==> src/hw/rtl/mps_mul.sv <==
// ----------------------------------------------------------------------------
// Shared multiplier
// Signed 32x32 multiplier with a registered 64-bit product.
// ----------------------------------------------------------------------------
module mps_mul (
  input  logic               clk,
  input  logic signed [31:0] a,
  input  logic signed [31:0] b,
  output logic signed [63:0] prod
);

  always_ff @(posedge clk) begin
    prod <= a * b;
  end

endmodule

==> config.mk <==
export PLATFORM = sky130hd
export DESIGN_NAME = mps_mul
export DESIGN_NICKNAME = d
export VERILOG_FILES = /design/src/hw/rtl/mps_mul.sv
export SDC_FILE = /design/constraint.sdc
export NUM_CORES = 2
export LEC_CHECK = 0
export BUFFER_PORTS_ARGS = -buffer_cell sky130_fd_sc_hd__buf_4
export CAP_MARGIN = 20
export CORE_MARGIN = 1.5
export CORE_UTILIZATION = 60
export DETAILED_ROUTE_END_ITERATION = 10
export PLACE_DENSITY_LB_ADDON = 0.1
export SLEW_MARGIN = 30
export SYNTH_ARGS = -nofsm -noshare
export SYNTH_HDL_FRONTEND = slang
export SYNTH_SLANG_ARGS = --single-unit
==> constraint.sdc <==
create_clock -name clk -period 13.7 [get_ports clk]
set_input_delay 0.685 -clock clk [delete_from_list [all_inputs] [get_ports clk]]
set_output_delay 0.685 -clock clk [all_outputs]
set_load 0.01 [all_outputs]
**Yosys cells after proc, flatten, opt, wreduce, memory -nomap -nowiden**

Cells that the tools add are included.

- Multipliers: 1

Operators with widths:

| kind | number |
|---|---|
| multiplier 32 x 32 -> 64 bit | 1 |

- Output and inout port bits: 64
- Register bits after elaboration: 64
- Input bits: 65
- Word-level logic and storage cells: 2

**Depth between registers and ports, before layout**

- Word-level depth: 1
- Depth in mapped cells: 28
- Depth with buffers taken out: 27

**Worst setup path before layout**

Ideal clock, no wire load.

- Path type: input port to flip-flop
- Start: in b[2]
- End: reg prod[62]
- Path slack: 5754 ps
- Setup time: 72 ps
- Required time: 13628 ps
- Arrival: 7874 ps
- Path buffers: 1
- Cell stages on the path: 24
- Cells stage by stage: clkbuf_1 nand2_1 inv_1 fa_1 fa_1 fa_1 fa_1 inv_1 fa_1 inv_1 fa_1 inv_1 fa_1 inv_1 fa_1 ha_1 and3_1 nand2_1 or3_1 o22a_1 o211ai_1 a31oi_1 o31ai_1 xor2_1

- Word-level cells in the longest chain between the ends: 1

Ends and longest elaborated chain:

| what | line | source |
|---|---|---|
| start, declared | 8 | `input logic signed [31:0] b,` |
| multiplier 32 x 32 -> 64 bit | 13 | `prod <= a * b;` |
| end signal, assigned | 13 |  |
| end, declared | 9 | `output logic signed [63:0] prod` |

No other way between the ends.

**Final worst setup path**

- Start: in a[31]
- End: reg prod[62]

- Word-level cells in the longest chain between the ends: 1

Ends and longest elaborated chain:

| what | line | source |
|---|---|---|
| start, declared | 7 | `input logic signed [31:0] a,` |
| multiplier 32 x 32 -> 64 bit | 13 |  |

No other way between the ends.

==> metrics <==
outcome completed; final count of pins violating max slew 0; layout cell share with drive strength beyond 1 4.44%; Die X-Extent 252 um; cell with the largest stage delay on the worst path fa_1; DRC violation count after routing 0; number of cell rows 91; worst endpoint required time 14.04 ns; Post-Synthesis Mean Instance Area 9.59 um^2; number of antenna violations at the first check in global routing 2; largest net degree at the start of global routing 33; fraction of registers with async set/reset 0%; final weighted congestion in routability-driven placement between 0.9 and 1; Syn Nets about 5.2k; Max Clock Freq 110 MHz; crit-path most repeated cell fa_1; Critical Path Sink Type flip-flop; endpoints failing hold 0; Setup Buffers After CTS 0; worst-margin pin slew between 0.8 and 0.9 ns; Initial Util 60.6%; all-layer global routing usage 34.0%; most frequent cell after synthesis fa_1; Routed WL ~100 mm; routed length per placed instance 21.6 um; clock transition at the registers of the reported paths 0.08 ns; router iterations before antenna repair 5; post-route clock period utilization 66.6%; Die Footprint 0.0636 mm^2; maximum buffer depth of the clock tree 2; number of I/O pins ~130; WHS Path Cells 2; number of maximum-capacitance violations 0; vias per cell 5.58; Synth area leaders fa_1, inv_1, and2_1, ha_1, nand2_1; path class of the lowest-slack min-delay path input port to flip-flop; antenna-violating nets left 0; sequential element share of the synthesized area 3.44%; half-perimeter wire length after placement 77.1 mm; DP Area ~0.038 mm^2; count of mapped cells out of synthesis slightly below 4k; number of setup violations in the final report 0; unique cell type count in the Yosys netlist 63; hold slack final 0.753 ns; Final #Nets just over 5k; critical path class input port to flip-flop; area fraction of the dominant cell type after synthesis 58.2%; combined area of all synthesized cells around 0.037 mm^2; Worst path top cell family by delay adder cells; Commonest cells post-synth fa_1, inv_1, and2_1, nand2_1, clkbuf_1; worst rel slew slack approximately 41%; post-synthesis register bit count 64; Post-synth EDFFs 0; time the worst path needs with I/O delays and setup 9.13 ns; number of flip-flops in the largest register 64; vias in the first global route 28.6k; Clock Root Buffer clkbuf_16; cell type contributing the most total cell area after synthesis fa_1; PostCTS Resize Cnt 0; TritonCTS sink count 64; CTS H-tree depth 3; gr ovfl total 0; total of buffers placed on input and output ports approximately 130; most common flop cell mapped by yosys dfxtp_1; Setup Total Neg Slack 0 ns; die extent in y 252 um; type of element launching the critical path input port; area added between synthesis and finish 4.01%; number of buffers inserted during clock tree synthesis 9; number of design-rule violations left by the first detailed-router iteration 1509; first-pass GRT wire length 161 mm; CTS tree built; Worst Hold Launch b[0]; crit-path max FO 32; data arrival time at the worst-slack endpoint between 9 and 10 ns; unrepaired setup endpoints after global routing false; standard cell core area 0.0615 mm^2; yosys warns 0; Most flops, register prod; Slowest Stage Delay on Critical Path 0.89 ns; largest registers prod: 64 flops; fraction of the core area covered by cells at the end of the flow 63.0%; total via count in the routed design approximately 26k; CTS Hold Bufs 0; finished layout cell area roughly 0.039 mm^2; hold endpoint prod[0]; worst path buffer plus inverter count 8; count of cell instances traversed by the critical path 25
-- logic make-up after synthesis --
family	Yosys count	synth area share, %
xor gates and xnor gates	75	1.76
DFF	64	3.44
adders and majority gates	1266	64.3
AOI/OAI and AO/OA	193	3.46
buffers and inverters	1152	11.6
and+or+nand+nor	1134	15.4
-- routing by layer --
| layer | part of all wire (%) | vias up | GRT usage, % |
|---|---|---|---|
| met2 | 50 | 1084 | 56.8 |
| met1 | 38 | 13536 | 44.2 |
| li1 | - | 10928 | - |
| met5 | 0.013 | - | 0 |
| met4 | 4.9 | 2 | 15.0 |
| met3 | 7.3 | 247 | 5.45 |
-- cell usage in the layout, fill, tap and decap left out, drive strengths merged, types with 3 or more instances in the layout --
cell and count:
or3 5, a21o 25, clkbuf 9, xor2 22
clkinvlp 3, nand3 15, and4 4, o211ai 3
nand2 511, fa 1082, and3 9, inv 952
nand4 7, o21a 4, nand2b 9, nor3 7
o21bai 15, clkinv 3, nor2b 3, ha 184
dfxtp 64, and2 516, o21ai 31, o31ai 7
xnor2 53, a211oi 8, buf 132, nor2 42
a21oi 68, a31oi 13, a21boi 3
-- through the flow --
stage               std cells  setup slack (ns)
CTS                      4621              4.59
floorplan                3884              5.75
finish                   4623              4.57
global placement         4606              4.22
detailed placement       4606              4.17
global route             4621              4.14
-- layout make-up --
type / instances / area [um^2]
repair buffers: 132 / 991
clock buffers: 9 / 225
clock inverters: 6 / 37.5
inverters: 952 / 3570
multi-input cells: 2668 / 31600
diodes: 2 / 5.00
well taps: 790 / 988
flip-flops and latches: 64 / 1280
fillers: 5287 / 22700
-- worst max path at each step --
stage	startpoint	endpoint	slack, ns
global route	a[31]	prod[62]	4.14
CTS	a[31]	prod[62]	4.59
global placement	a[31]	prod[62]	4.22
detailed placement	a[31]	prod[62]	4.17
floorplan	b[2]	prod[62]	5.75
finish	a[31]	prod[62]	4.57
Power is left out: the tool's default activity adds up to more than one toggle a clock period on the data nets, which glitch-free logic cannot reach.
